## src/rtl/bpmf_pkg.sv

```systemverilog
`timescale 1ns / 1ps
// ----------------------------------------------------------------------------
// Byte pattern match finder package
// Shared sizes, configuration register codes and field widths of the block.
// ----------------------------------------------------------------------------
package bpmf_pkg;

    // Window depth and stream position width
    localparam int MAX_PATTERN   = 16;
    localparam int POSITION_BITS = 32;

    // Field widths
    localparam int DATA_W   = 8;
    localparam int OFFSET_W = 32;
    localparam int NUMBER_W = 16;
    localparam int REG_W    = 64;
    localparam int LEN_W    = 5;
    localparam int LIMIT_W  = 16;
    localparam int CFG_IDX_W = 2;

    // Pattern bytes held in the two pattern registers
    localparam int REG_PATTERN_BYTES = 2 * REG_W / DATA_W;

    // Derived widths
    localparam int WIN_IDX_W = (MAX_PATTERN > 1) ? $clog2(MAX_PATTERN) : 1;
    localparam int FILL_W    = $clog2(MAX_PATTERN + 1);
    localparam int CMP_W     = WIN_IDX_W + LEN_W + 1;

    localparam logic [LIMIT_W-1:0] LIMIT_RESET = 16'd1024;

    // Configuration register indexes
    typedef enum logic [CFG_IDX_W-1:0] {
        CFG_PATTERN_LOW    = 2'd0,
        CFG_PATTERN_HIGH   = 2'd1,
        CFG_PATTERN_LENGTH = 2'd2,
        CFG_MATCH_LIMIT    = 2'd3
    } cfg_reg_t;

    typedef logic [DATA_W-1:0] byte_t;

endpackage

```

## src/rtl/bpmf_if.sv

```systemverilog
`timescale 1ns / 1ps
// ----------------------------------------------------------------------------
// Byte pattern match finder channels
// Valid/ready channels for stream bytes, match results and register writes.
// ----------------------------------------------------------------------------

// Stream byte channel
interface bpmf_byte_if;
    logic                          valid;
    logic                          ready;
    logic [bpmf_pkg::DATA_W-1:0]   data_byte;
    logic                          end_of_stream;

    modport source (output valid, output data_byte, output end_of_stream, input ready);
    modport sink   (input valid, input data_byte, input end_of_stream, output ready);
endinterface

// Match result channel
interface bpmf_match_if;
    logic                          valid;
    logic                          ready;
    logic [bpmf_pkg::OFFSET_W-1:0] match_offset;
    logic [bpmf_pkg::NUMBER_W-1:0] match_number;
    logic                          limit_reached;

    modport source (output valid, output match_offset, output match_number,
                    output limit_reached, input ready);
    modport sink   (input valid, input match_offset, input match_number,
                    input limit_reached, output ready);
endinterface

// Register write channel
interface bpmf_cfg_if;
    logic                           valid;
    logic                           ready;
    logic [bpmf_pkg::CFG_IDX_W-1:0] index;
    logic [bpmf_pkg::REG_W-1:0]     data;

    modport source (output valid, output index, output data, input ready);
    modport sink   (input valid, input index, input data, output ready);
endinterface

```

## src/rtl/byte_pattern_match_finder_unit.sv

```systemverilog
`timescale 1ns / 1ps
// ----------------------------------------------------------------------------
// Byte pattern match finder
// Searches a byte stream for a configured pattern of up to 16 bytes and
// reports the start offset and ordinal of matches, overlaps included.
// ----------------------------------------------------------------------------
// Each stream byte taken is held in the input register, and a match word
// is then loaded into the result register. All pattern bytes are compared
// against the byte window in parallel in the cycle that moves a byte from
// the input register into the window, so throughput is one byte per clock
// whenever the result side keeps up; a byte that produces no match never
// waits for the result side. A word with limit_reached set closes reporting
// for the rest of that stream, and a byte marked end_of_stream clears the
// position, the count and the capped state once it has been searched.
// Register writes are taken at any time and must be issued only while no
// byte is in flight.
// ----------------------------------------------------------------------------
module byte_pattern_match_finder_unit (
    input  logic                 clk,
    input  logic                 rst_n,
    bpmf_byte_if.sink            byte_in,
    bpmf_match_if.source         match_out,
    bpmf_cfg_if.sink             cfg
);

    // Configuration registers
    logic [bpmf_pkg::REG_W-1:0]   pattern_low_reg;
    logic [bpmf_pkg::REG_W-1:0]   pattern_high_reg;
    logic [bpmf_pkg::LEN_W-1:0]   pattern_length_reg;
    logic [bpmf_pkg::LIMIT_W-1:0] match_limit_reg;

    // Input register
    logic                         s1_valid_reg;
    bpmf_pkg::byte_t              s1_byte_reg;
    logic                         s1_last_reg;

    // Stream state
    bpmf_pkg::byte_t              window_reg [bpmf_pkg::MAX_PATTERN];
    bpmf_pkg::byte_t              window_next [bpmf_pkg::MAX_PATTERN];
    logic [bpmf_pkg::FILL_W-1:0]  fill_reg;
    logic [bpmf_pkg::FILL_W-1:0]  fill_next;
    logic [bpmf_pkg::POSITION_BITS-1:0] position_reg;
    logic [bpmf_pkg::NUMBER_W-1:0] count_reg;
    logic                         capped_reg;

    // Result register
    logic                          out_valid_reg;
    logic [bpmf_pkg::OFFSET_W-1:0] out_offset_reg;
    logic [bpmf_pkg::NUMBER_W-1:0] out_number_reg;
    logic                          out_limit_reg;

    // Match logic
    bpmf_pkg::byte_t               pattern_bytes [bpmf_pkg::MAX_PATTERN];
    logic [2*bpmf_pkg::REG_W-1:0]  pattern_flat;
    logic [bpmf_pkg::CMP_W-1:0]    len_ext;
    logic [bpmf_pkg::CMP_W-1:0]    fill_ext;
    logic                          len_ok;
    logic                          bytes_equal;
    logic                          hit;
    logic [bpmf_pkg::LIMIT_W-1:0]  limit_eff;
    logic [bpmf_pkg::NUMBER_W-1:0] count_inc;
    logic                          cap_now;
    logic [bpmf_pkg::POSITION_BITS-1:0] start_pos;
    logic                          advance;
    logic                          out_load;

    // Accept register writes at any time
    assign cfg.ready = 1'b1;

    always_ff @(posedge clk or negedge rst_n)
    begin
        if (!rst_n)
        begin
            pattern_low_reg    <= '0;
            pattern_high_reg   <= '0;
            pattern_length_reg <= '0;
            match_limit_reg    <= bpmf_pkg::LIMIT_RESET;
        end
        else if (cfg.valid)
        begin
            case (bpmf_pkg::cfg_reg_t'(cfg.index))
                bpmf_pkg::CFG_PATTERN_LOW:    pattern_low_reg    <= cfg.data;
                bpmf_pkg::CFG_PATTERN_HIGH:   pattern_high_reg   <= cfg.data;
                bpmf_pkg::CFG_PATTERN_LENGTH:
                    pattern_length_reg <= cfg.data[bpmf_pkg::LEN_W-1:0];
                bpmf_pkg::CFG_MATCH_LIMIT:
                    match_limit_reg <= cfg.data[bpmf_pkg::LIMIT_W-1:0];
                default: ;
            endcase
        end
    end

    // Shift the new byte into the window, saturate the fill count
    always_comb
    begin
        window_next[0] = s1_byte_reg;
        for (int k = 1; k < bpmf_pkg::MAX_PATTERN; k++)
        begin
            window_next[k] = window_reg[k-1];
        end
        if (fill_reg == bpmf_pkg::FILL_W'(bpmf_pkg::MAX_PATTERN))
            fill_next = fill_reg;
        else
            fill_next = fill_reg + bpmf_pkg::FILL_W'(1);
    end

    // Split the pattern registers into bytes; bytes past them read as zero
    assign pattern_flat = {pattern_high_reg, pattern_low_reg};

    always_comb
    begin
        for (int i = 0; i < bpmf_pkg::MAX_PATTERN; i++)
        begin
            if (i < bpmf_pkg::REG_PATTERN_BYTES)
                pattern_bytes[i] = pattern_flat[bpmf_pkg::DATA_W*i +: bpmf_pkg::DATA_W];
            else
                pattern_bytes[i] = '0;
        end
    end

    // Compare pattern byte i against the window entry len-1-i
    always_comb
    begin
        logic [bpmf_pkg::CMP_W-1:0] diff;
        len_ext     = bpmf_pkg::CMP_W'(pattern_length_reg);
        fill_ext    = bpmf_pkg::CMP_W'(fill_next);
        bytes_equal = 1'b1;
        for (int i = 0; i < bpmf_pkg::MAX_PATTERN; i++)
        begin
            diff = len_ext - bpmf_pkg::CMP_W'(i) - bpmf_pkg::CMP_W'(1);
            if ((bpmf_pkg::CMP_W'(i) < len_ext)
                && (window_next[diff[bpmf_pkg::WIN_IDX_W-1:0]] != pattern_bytes[i]))
                bytes_equal = 1'b0;
        end
    end

    assign len_ok = (pattern_length_reg != '0)
                 && (len_ext <= bpmf_pkg::CMP_W'(bpmf_pkg::MAX_PATTERN));
    assign hit    = len_ok && (fill_ext >= len_ext) && !capped_reg && bytes_equal;

    // Count the match and test it against the limit
    assign limit_eff = (match_limit_reg == '0) ? bpmf_pkg::LIMIT_W'(1) : match_limit_reg;
    assign count_inc = count_reg + bpmf_pkg::NUMBER_W'(1);
    assign cap_now   = bpmf_pkg::LIMIT_W'(count_inc) >= limit_eff;
    assign start_pos = position_reg - bpmf_pkg::POSITION_BITS'(pattern_length_reg)
                     + bpmf_pkg::POSITION_BITS'(1);

    // Advance unless a match word would overwrite one still waiting
    assign advance  = s1_valid_reg && (!hit || !out_valid_reg || match_out.ready);
    assign out_load = advance && hit;
    assign byte_in.ready = !s1_valid_reg || advance;

    // Input register
    always_ff @(posedge clk or negedge rst_n)
    begin
        if (!rst_n)
            s1_valid_reg <= 1'b0;
        else if (byte_in.ready)
            s1_valid_reg <= byte_in.valid;
    end

    always_ff @(posedge clk)
    begin
        if (byte_in.valid && byte_in.ready)
        begin
            s1_byte_reg <= byte_in.data_byte;
            s1_last_reg <= byte_in.end_of_stream;
        end
    end

    // Window holds payload only; the fill count guards stale entries
    always_ff @(posedge clk)
    begin
        if (advance)
            window_reg <= window_next;
    end

    // Stream counters; clear them after the final byte
    always_ff @(posedge clk or negedge rst_n)
    begin
        if (!rst_n)
        begin
            fill_reg     <= '0;
            position_reg <= '0;
            count_reg    <= '0;
            capped_reg   <= 1'b0;
        end
        else if (advance)
        begin
            if (s1_last_reg)
            begin
                fill_reg     <= '0;
                position_reg <= '0;
                count_reg    <= '0;
                capped_reg   <= 1'b0;
            end
            else
            begin
                fill_reg     <= fill_next;
                position_reg <= position_reg + bpmf_pkg::POSITION_BITS'(1);
                if (hit)
                begin
                    count_reg <= count_inc;
                    if (cap_now)
                        capped_reg <= 1'b1;
                end
            end
        end
    end

    // Result register
    always_ff @(posedge clk or negedge rst_n)
    begin
        if (!rst_n)
            out_valid_reg <= 1'b0;
        else if (out_load)
            out_valid_reg <= 1'b1;
        else if (match_out.ready)
            out_valid_reg <= 1'b0;
    end

    always_ff @(posedge clk)
    begin
        if (out_load)
        begin
            out_offset_reg <= bpmf_pkg::OFFSET_W'(start_pos);
            out_number_reg <= count_inc;
            out_limit_reg  <= cap_now;
        end
    end

    assign match_out.valid         = out_valid_reg;
    assign match_out.match_offset  = out_offset_reg;
    assign match_out.match_number  = out_number_reg;
    assign match_out.limit_reached = out_limit_reg;

    // Never overwrite a match word that has not been taken
    a_no_overwrite: assert property (@(posedge clk) disable iff (!rst_n)
        out_load |-> (!out_valid_reg || match_out.ready))
        else $error("match word overwritten while pending");

    // Fill count stays within the window depth
    a_fill_range: assert property (@(posedge clk) disable iff (!rst_n)
        fill_reg <= bpmf_pkg::FILL_W'(bpmf_pkg::MAX_PATTERN))
        else $error("fill count beyond window depth");

    // Capped state only follows at least one counted match
    a_capped_count: assert property (@(posedge clk) disable iff (!rst_n)
        capped_reg |-> (count_reg != '0))
        else $error("search capped with zero matches");

    // Final byte clears the stream state
    a_stream_clear: assert property (@(posedge clk) disable iff (!rst_n)
        (advance && s1_last_reg) |=> (fill_reg == '0 && position_reg == '0
                                      && count_reg == '0 && !capped_reg))
        else $error("stream state not cleared after final byte");

endmodule
```

## src/flat_wrapper.sv

```systemverilog
// flat-port wrapper written by rule: the top's interface ports become plain ports
module byte_pattern_match_finder_unit_flat 
  (clk, rst_n, byte_in_valid, byte_in_data_byte, byte_in_end_of_stream, byte_in_ready, match_out_valid, match_out_match_offset, match_out_match_number, match_out_limit_reached, match_out_ready, cfg_valid, cfg_index, cfg_data, cfg_ready);
  bpmf_byte_if byte_in_i ();
  bpmf_match_if match_out_i ();
  bpmf_cfg_if cfg_i ();
  input  logic clk;
  input  logic rst_n;
  input wire logic [$bits(byte_in_i.valid)-1:0] byte_in_valid;
  input wire logic [$bits(byte_in_i.data_byte)-1:0] byte_in_data_byte;
  input wire logic [$bits(byte_in_i.end_of_stream)-1:0] byte_in_end_of_stream;
  output wire logic [$bits(byte_in_i.ready)-1:0] byte_in_ready;
  output wire logic [$bits(match_out_i.valid)-1:0] match_out_valid;
  output wire logic [$bits(match_out_i.match_offset)-1:0] match_out_match_offset;
  output wire logic [$bits(match_out_i.match_number)-1:0] match_out_match_number;
  output wire logic [$bits(match_out_i.limit_reached)-1:0] match_out_limit_reached;
  input wire logic [$bits(match_out_i.ready)-1:0] match_out_ready;
  input wire logic [$bits(cfg_i.valid)-1:0] cfg_valid;
  input wire logic [$bits(cfg_i.index)-1:0] cfg_index;
  input wire logic [$bits(cfg_i.data)-1:0] cfg_data;
  output wire logic [$bits(cfg_i.ready)-1:0] cfg_ready;
  assign byte_in_i.valid = byte_in_valid;
  assign byte_in_i.data_byte = byte_in_data_byte;
  assign byte_in_i.end_of_stream = byte_in_end_of_stream;
  assign byte_in_ready = byte_in_i.ready;
  assign match_out_valid = match_out_i.valid;
  assign match_out_match_offset = match_out_i.match_offset;
  assign match_out_match_number = match_out_i.match_number;
  assign match_out_limit_reached = match_out_i.limit_reached;
  assign match_out_i.ready = match_out_ready;
  assign cfg_i.valid = cfg_valid;
  assign cfg_i.index = cfg_index;
  assign cfg_i.data = cfg_data;
  assign cfg_ready = cfg_i.ready;
  byte_pattern_match_finder_unit u_core (.clk(clk), .rst_n(rst_n), .byte_in(byte_in_i), .match_out(match_out_i), .cfg(cfg_i));
endmodule
```

## config.mk

```make
export PLATFORM = sky130hd
export DESIGN_NAME = byte_pattern_match_finder_unit_flat
export DESIGN_NICKNAME = d
export VERILOG_FILES = /design/src/rtl/bpmf_pkg.sv /design/src/rtl/bpmf_if.sv /design/src/rtl/byte_pattern_match_finder_unit.sv /design/src/flat_wrapper.sv
export SDC_FILE = /design/constraint.sdc
export NUM_CORES = 1
export LEC_CHECK = 0
export ABC_AREA = 1
export ABC_CLOCK_PERIOD_IN_PS = 8700
export BUFFER_PORTS_ARGS = -buffer_cell sky130_fd_sc_hd__buf_2
export CELL_PAD_IN_SITES_DETAIL_PLACEMENT = 1
export CELL_PAD_IN_SITES_GLOBAL_PLACEMENT = 2
export CORE_MARGIN = 10
export CORE_UTILIZATION = 39
export CTS_CLUSTER_SIZE = 16
export DETAILED_ROUTE_END_ITERATION = 8
export PLACE_DENSITY = 0.9
export SLEW_MARGIN = 20
export SYNTH_ARGS = -nofsm -noshare
export SYNTH_HDL_FRONTEND = slang
export SYNTH_SLANG_ARGS = --single-unit
export TNS_END_PERCENT = 50
```

## constraint.sdc

```tcl
create_clock -name clk -period 8.7 [get_ports clk]
set_input_delay 1.305 -clock clk [delete_from_list [all_inputs] [get_ports clk]]
set_output_delay 1.305 -clock clk [all_outputs]
set_load 0.01 [all_outputs]
```

; Yosys cells after proc, flatten, opt, wreduce, memory -nomap -nowiden
; Cells that the tools add are included.
[word_totals]
regBits = 383
output_inout_bits = 52
word_cells = 253
[classes]
addsub = 35
magnitude_cmp = 35
eq_ne = 20
n_mux = 75
n_bitwise = 16
n_reduce_logical = 42
[ops]
columns = operator, count
row1 = $bmux W8 S4, 16
row2 = $mux W8, 32
row3 = $ne A8 B8 Y1, 16
row4 = $ge A5 B5 Y1 const B, 16
row5 = $not A4 Y5, 16
row6 = $add A32 B1 Y32 const B, 2
row7 = $sub A4 B1 Y4 const B, 16
row8 = $mux W16, 3
row9 = $lt A4 B5 Y1 const A, 8
row10 = $mux W32, 1
row11 = $sub A32 B5 Y32, 1
row12 = $sub A4 B4 Y4 const B, 8
row13 = $logic_and A1 B1 Y1, 23
row14 = $mux W1, 21
row15 = $lt A3 B5 Y1 const A, 4
row16 = $add A16 B1 Y16 const B, 1
row17 = $ge A16 B16 Y1, 1
row18 = $logic_not A16 Y1, 1
row19 = $sub A4 B3 Y4 const B, 4
row20 = $lt A1 B5 Y1 const A, 2
row21 = $lt A2 B5 Y1 const A, 2
row22 = $mux W5, 2
row23 = $reduce_and A2 Y1, 5
row24 = $sub A4 B2 Y4 const B, 2
row25 = 12 further kinds, 20

; Depth between registers and ports, before layout
[logic_depth]
word_depth = 30
depth_mapped = 30
mapped_depth_nobuf = 26

; Least setup slack after synthesis
; No wires, ideal clock.
[synth_path]
kind = flip-flop to flip-flop
start = reg u_core.pattern_length_reg[2] (netlist name)
end = reg u_core.window_reg (netlist bit u_core.window_next[0]), enable pin
arrival_time_ns = 4.426
t_required_ns = 8.272
setup_slack_ns = 3.846
path_stages_with_launch = 25
path_buffers = 5
period_less_slack_ns = 4.854
cell_sequence = dfrtp_1 > inv_1 > buf_2 > buf_1 > ha_1 > clkbuf_1 > inv_1 > clkbuf_1 > nand3_1 > nand3_1 > nand3_1 > nand2_1 > inv_1 > nand2_1 > nor2_1 > nand2_1 > nand2_1 > nand2_1 > nor2_1 > nand2_1 > nor2_2 > nand3_2 > nand2_2 > inv_2 > buf_2
[synth_via]
elab_chain_len = 28
[synth_lines]
columns = item, line
row1 = "start, declared", byte_pattern_match_finder_unit.sv:29  ; logic [bpmf_pkg::LEN_W-1:0] pattern_length_reg;
row2 = "start signal, assigned", byte_pattern_match_finder_unit.sv:85  ; pattern_length_reg <= cfg.data[bpmf_pkg::LEN_W-1:0];
row3 = $sub A4 B1 Y4, byte_pattern_match_finder_unit.sv:130  ; diff = len_ext - bpmf_pkg::CMP_W'(i) - bpmf_pkg::CMP_W'(1);
row4 = $sub A4 B1 Y4 or $not A4 Y5 (tied branches), "byte_pattern_match_finder_unit.sv:130, byte_pattern_match_finder_unit.sv:132"
row5 = $not A4 Y5 (implied by the code) or $bmux W8 S4 (tied branches), byte_pattern_match_finder_unit.sv:132  ; && (window_next[diff[bpmf_pkg::WIN_IDX_W-1:0]] != pattern_bytes[i]))
row6 = $bmux W8 S4 or $mux W8 (tied branches), byte_pattern_match_finder_unit.sv:132
row7 = $mux W8 (implied by the code), byte_pattern_match_finder_unit.sv:132
row8 = $mux W8 (implied by the code) or $ne A8 B8 Y1 (tied branches), byte_pattern_match_finder_unit.sv:132
row9 = $ne A8 B8 Y1 or $logic_and A1 B1 Y1 (tied branches), byte_pattern_match_finder_unit.sv:132
row10 = $logic_and A1 B1 Y1 or $mux W1 (tied branches), "byte_pattern_match_finder_unit.sv:132, byte_pattern_match_finder_unit.sv:131"
row11 = $mux W1 (15 in series), byte_pattern_match_finder_unit.sv:131  ; if ((bpmf_pkg::CMP_W'(i) < len_ext)
row12 = $logic_and A1 B1 Y1 *, byte_pattern_match_finder_unit.sv:139  ; assign hit = len_ok && (fill_ext >= len_ext) && !capped_reg && bytes_equal;
row13 = $logic_not A1 Y1 *, byte_pattern_match_finder_unit.sv:149  ; assign advance = s1_valid_reg && (!hit || !out_valid_reg || match_out.ready);
row14 = $logic_or A1 B1 Y1 * (2 in series), byte_pattern_match_finder_unit.sv:149
row15 = $logic_and A1 B1 Y1 *, byte_pattern_match_finder_unit.sv:149
row16 = via u_core.advance, byte_pattern_match_finder_unit.sv:64  ; logic advance;
row17 = "end signal, assigned", byte_pattern_match_finder_unit.sv:175  ; window_reg <= window_next;
row18 = "end, declared", byte_pattern_match_finder_unit.sv:38  ; bpmf_pkg::byte_t window_reg [bpmf_pkg::MAX_PATTERN];
; Mark *: on every way through the listed nets, which the timed path passes. The rest lies on a longest branch. The select of a mux whose other input is x is not followed.
; A chain may end at the register's enable or synchronous reset.

; Worst setup path in the final report
[layout_path]
start = reg u_core.pattern_length_reg[0] (netlist name)
end = out byte_in_ready
[layout_via]
elab_chain_len = 29
[layout_lines]
columns = item, line
row1 = $sub A4 B1 Y4, byte_pattern_match_finder_unit.sv:130
row2 = $sub A4 B1 Y4 or $not A4 Y5 (tied branches), "byte_pattern_match_finder_unit.sv:130, byte_pattern_match_finder_unit.sv:132"
row3 = $not A4 Y5 (implied by the code) or $bmux W8 S4 (tied branches), byte_pattern_match_finder_unit.sv:132
row4 = $bmux W8 S4 or $mux W8 (tied branches), byte_pattern_match_finder_unit.sv:132
row5 = $mux W8 (implied by the code), byte_pattern_match_finder_unit.sv:132
row6 = $mux W8 (implied by the code) or $ne A8 B8 Y1 (tied branches), byte_pattern_match_finder_unit.sv:132
row7 = $ne A8 B8 Y1 or $logic_and A1 B1 Y1 (tied branches), byte_pattern_match_finder_unit.sv:132
row8 = $logic_and A1 B1 Y1 or $mux W1 (tied branches), "byte_pattern_match_finder_unit.sv:132, byte_pattern_match_finder_unit.sv:131"
row9 = $mux W1 (15 in series), byte_pattern_match_finder_unit.sv:131
row10 = $logic_and A1 B1 Y1 *, byte_pattern_match_finder_unit.sv:139
row11 = $logic_not A1 Y1 *, byte_pattern_match_finder_unit.sv:149
row12 = $logic_or A1 B1 Y1 * (2 in series), byte_pattern_match_finder_unit.sv:149
row13 = $logic_and A1 B1 Y1 *, byte_pattern_match_finder_unit.sv:149
row14 = $logic_or A1 B1 Y1 *, byte_pattern_match_finder_unit.sv:151  ; assign byte_in.ready = !s1_valid_reg || advance;
row15 = "end, declared", flat_wrapper.sv:12  ; output wire logic [$bits(byte_in_i.ready)-1:0] byte_in_ready;
; Mark *: on every way between the ends. The rest lies on a longest branch, timed or not. The select of a mux whose other input is x is not followed.

==> impl_metrics.env <==
export IMPL_hpwl_um=82760
export IMPL_seq_power_share=0.313
export IMPL_cts_root_buffer="clkbuf_16"
export IMPL_power_density_mw_per_mm2=241.7
export IMPL_h_tree_depth=2
export IMPL_relSlewSlack=0.3088
export IMPL_start_util=0.3923
export IMPL_postCtsHoldBufs=0
export IMPL_synth_area_leader_cell="edfxtp_1"
export IMPL_max_cap_viol_count=0
export IMPL_synth_area_leaders="edfxtp_1, dfrtp_1, nand2_1, nand3_1, inv_1"
export IMPL_cts_tree="done"
export IMPL_path_clk_slew_ns=0.06
export IMPL_max_freq_mhz=139.3
export IMPL_syn_area_mm2=0.02630
export IMPL_design_core_area_mm2=0.06704
export IMPL_status="finished clean"
export IMPL_cp_end_kind="output pin"
export IMPL_power_mw=7.020
export IMPL_route_detailed_drc=0
export IMPL_insertion_delay_ns=0.61
export IMPL_grt_ovfl_total=0
export IMPL_power_frac_comb=0.401
export IMPL_die_x_um=279.7
export IMPL_cts_sinks=383
export IMPL_internal_power_mw=4.010
export IMPL_post_cts_resized=0
export IMPL_clock_skew_ns=0.02797
export IMPL_viasPerCell=5.576
export IMPL_critical_path_startpoint="u_core.pattern_length_reg[0]$_DFFE_PN0P_"
export IMPL_r2r_start="u_core.pattern_length_reg[0]$_DFFE_PN0P_"
export IMPL_gp_congestion=0.9471
export IMPL_synthDistinctLibCells=48
export IMPL_synth_top_cell_area_share=0.2032
export IMPL_synth_edf_count=178
export IMPL_dieArea_mm2=0.07823
export IMPL_setup_violations=0
export IMPL_antenna_cells=0
export IMPL_syn_inst=3655
export IMPL_wl_per_cell_um=23.02
export IMPL_totalWireLength_um=106000
export IMPL_avgSynthCellArea_um2=7.196
export IMPL_nets=3865
export IMPL_yosysWarnings=0
export IMPL_ys_ff_latch=383
export IMPL_ys_top_cells_by_count="nand2_1, nand3_1, inv_1"
export IMPL_track_usage=0.2662
export IMPL_hold_path_class="reg2reg"
export IMPL_final_hold_viol_count=0
export IMPL_crit_fanout=58
export IMPL_antenna_found_initial=1
export IMPL_p_leak_nw=14.11
export IMPL_cts_setup_buffers=0
export IMPL_start_kind="flop"
export IMPL_p_switching_mw=3.010
export IMPL_vias=25670
export IMPL_period_needed_ns=7.178
export IMPL_rows=95
export IMPL_slew_viol_final=0
export IMPL_seq_area_frac_synth=0.3983
export IMPL_cts_made_buffers=48
export IMPL_clock_path_buffers=3
export IMPL_switching_share=0.4287
export IMPL_setup_tns_ns=0
export IMPL_yosysMostFrequentCell="nand2_1"
export IMPL_ant_nets=0
export IMPL_grt_max_degree=124
export IMPL_largest_register_ffs=120
export IMPL_worst_ep_arrival_time_ns=5.87
export IMPL_port_buffer_count=130
export IMPL_syn_nets=3830
export IMPL_async_flop_share=0.5352
export IMPL_grt_pass1_vias=25510
export IMPL_cp_required_ns=7.39
export IMPL_ir_drop_v=0.0001540
export IMPL_final_layout_size_suffix_gt1_frac=0.07158
export IMPL_synth_ff_type="dfrtp_1"
export IMPL_dr_pass1_iters=7
export IMPL_criticalPathCategory="reg2out"
export IMPL_hold_start="u_core.window_next[92]$_DFFE_PP_"
export IMPL_grt_pass1_wl_um=160200
export IMPL_max_slew_worst_pin_slew_ns=1.030
export IMPL_io_pins=132
export IMPL_p_clk_frac=0.286
export IMPL_rsz0062_at_grt="no"
export IMPL_finalCritPeriodShare=0.8251
export IMPL_drt_iter0_drc=2200
export IMPL_die_height_um=279.7
export IMPL_area_growth_pct=10.41
-- cell families after synthesis --
group                    Yosys count  synth area share
AO/OA/AOI/OAI                    314           0.06318
XOR/XNOR                         108           0.03796
adder cells (fa/ha/maj)           95           0.04548
buffers and inverters            496           0.07749
flip-flops                       383            0.3983
other                              1         0.0001426
AND/OR/NAND/NOR                 2258            0.3774
-- layout by cell type, fill, tap and decap left out, drive strengths merged, types with 2 or more instances in the layout --
master | netlist | layout
dfrtp | 204 | 204
nand3b | 52 | 52
bufinv | 0 | 2
nor4 | 13 | 13
buf | 109 | 151
ha | 94 | 94
a31oi | 7 | 7
a221oi | 3 | 3
clkinvlp | 0 | 6
nor2 | 134 | 134
inv | 330 | 335
or2 | 2 | 2
nor3 | 15 | 15
xor2 | 79 | 79
o21bai | 6 | 6
nand2 | 1168 | 1168
and2 | 5 | 5
o21a | 4 | 4
a21boi | 7 | 7
a21oi | 40 | 40
clkinv | 0 | 16
o21ai | 239 | 239
nand3 | 837 | 837
xnor2 | 29 | 29
edfxtp | 178 | 178
nand4 | 31 | 31
clkbuf | 57 | 61
a21o | 2 | 2
-- worst max-delay path, stage by stage, from the launching register on --
cell     delay [ns]
dfrtp_4        0.54
inv_4          0.39
ha_2           0.46
inv_2          0.17
buf_4          0.57
nand3_1        0.38
nand3_1        0.20
nand3_1        0.09
nand2_1        0.11
xor2_1         0.22
nand4_1        0.13
o21ai_0        0.59
nand2_1        0.18
nor2_2         0.18
nand2_1        0.15
inv_1          0.39
nand3_1        0.22
buf_2          0.20
-- final timing paths --
kind / end / slack (ns) / cells after the start
setup / recovery: byte_in_ready / 1.52 / 17
hold / removal: u_core.window_next[84]$_DFFE_PP_ / 0.47 / 0
setup reg to reg: u_core.match_out.match_offset[25]$_DFFE_PP_ / 1.90 / 18
hold reg to reg: u_core.window_next[84]$_DFFE_PP_ / 0.47 / 0
max in group asynchronous: u_core.pattern_length_reg[0]$_DFFE_PN0P_ / 6.83 / 2
min in group asynchronous: u_core.pattern_low_reg[16]$_DFFE_PN0P_ / 0.69 / 1
-- power groups by stage --
| stage | Sequential (mW) | Clock, mW | Combinational (mW) |
|---|---|---|---|
| floorplan | 2.15 | 0 | 1.97 |
| global placement | 2.22 | 0 | 2.72 |
| detailed placement | 2.23 | 0 | 2.77 |
| CTS | 2.19 | 2.05 | 2.78 |
| global route | 2.21 | 2.11 | 3.14 |
| finish | 2.20 | 2.01 | 2.81 |
-- final cells by class --
type | count | area [um^2]
fill | 8552 | 38000
multi-input combinational | 2776 | 13810
sequential | 383 | 10480
clock buffer | 61 | 1310
inverter | 330 | 1247
tap | 873 | 1092
timing repair buffer | 151 | 843.3
clock inverter | 29 | 255.2
-- stage by stage --
stage               area [um^2]    util  instances  setup WS (ns)  hold WS [ns]
detailed placement        27470  0.4097       4513          2.247        0.4616
finish                    29040  0.4332       4603          1.522        0.4698
global placement          27470  0.4097       4513          2.295        0.4579
global route              29040  0.4332       4603          1.157        0.4930
floorplan                 26300       -       3655          3.846        0.4419
CTS                       29030  0.4331       4603          1.579        0.4755
-- routing by layer --
metal,wire length [um],up-vias,share of wire,GRT usage
li1,-,12220,-,-
met1,45070,12550,0.43,0.3460
met2,49750,722,0.47,0.4373
met3,5987,170,0.056,0.03378
met4,5176,0,0.049,0.1203
met5,0,-,0,0
Power figures use the tool's default switching activity.
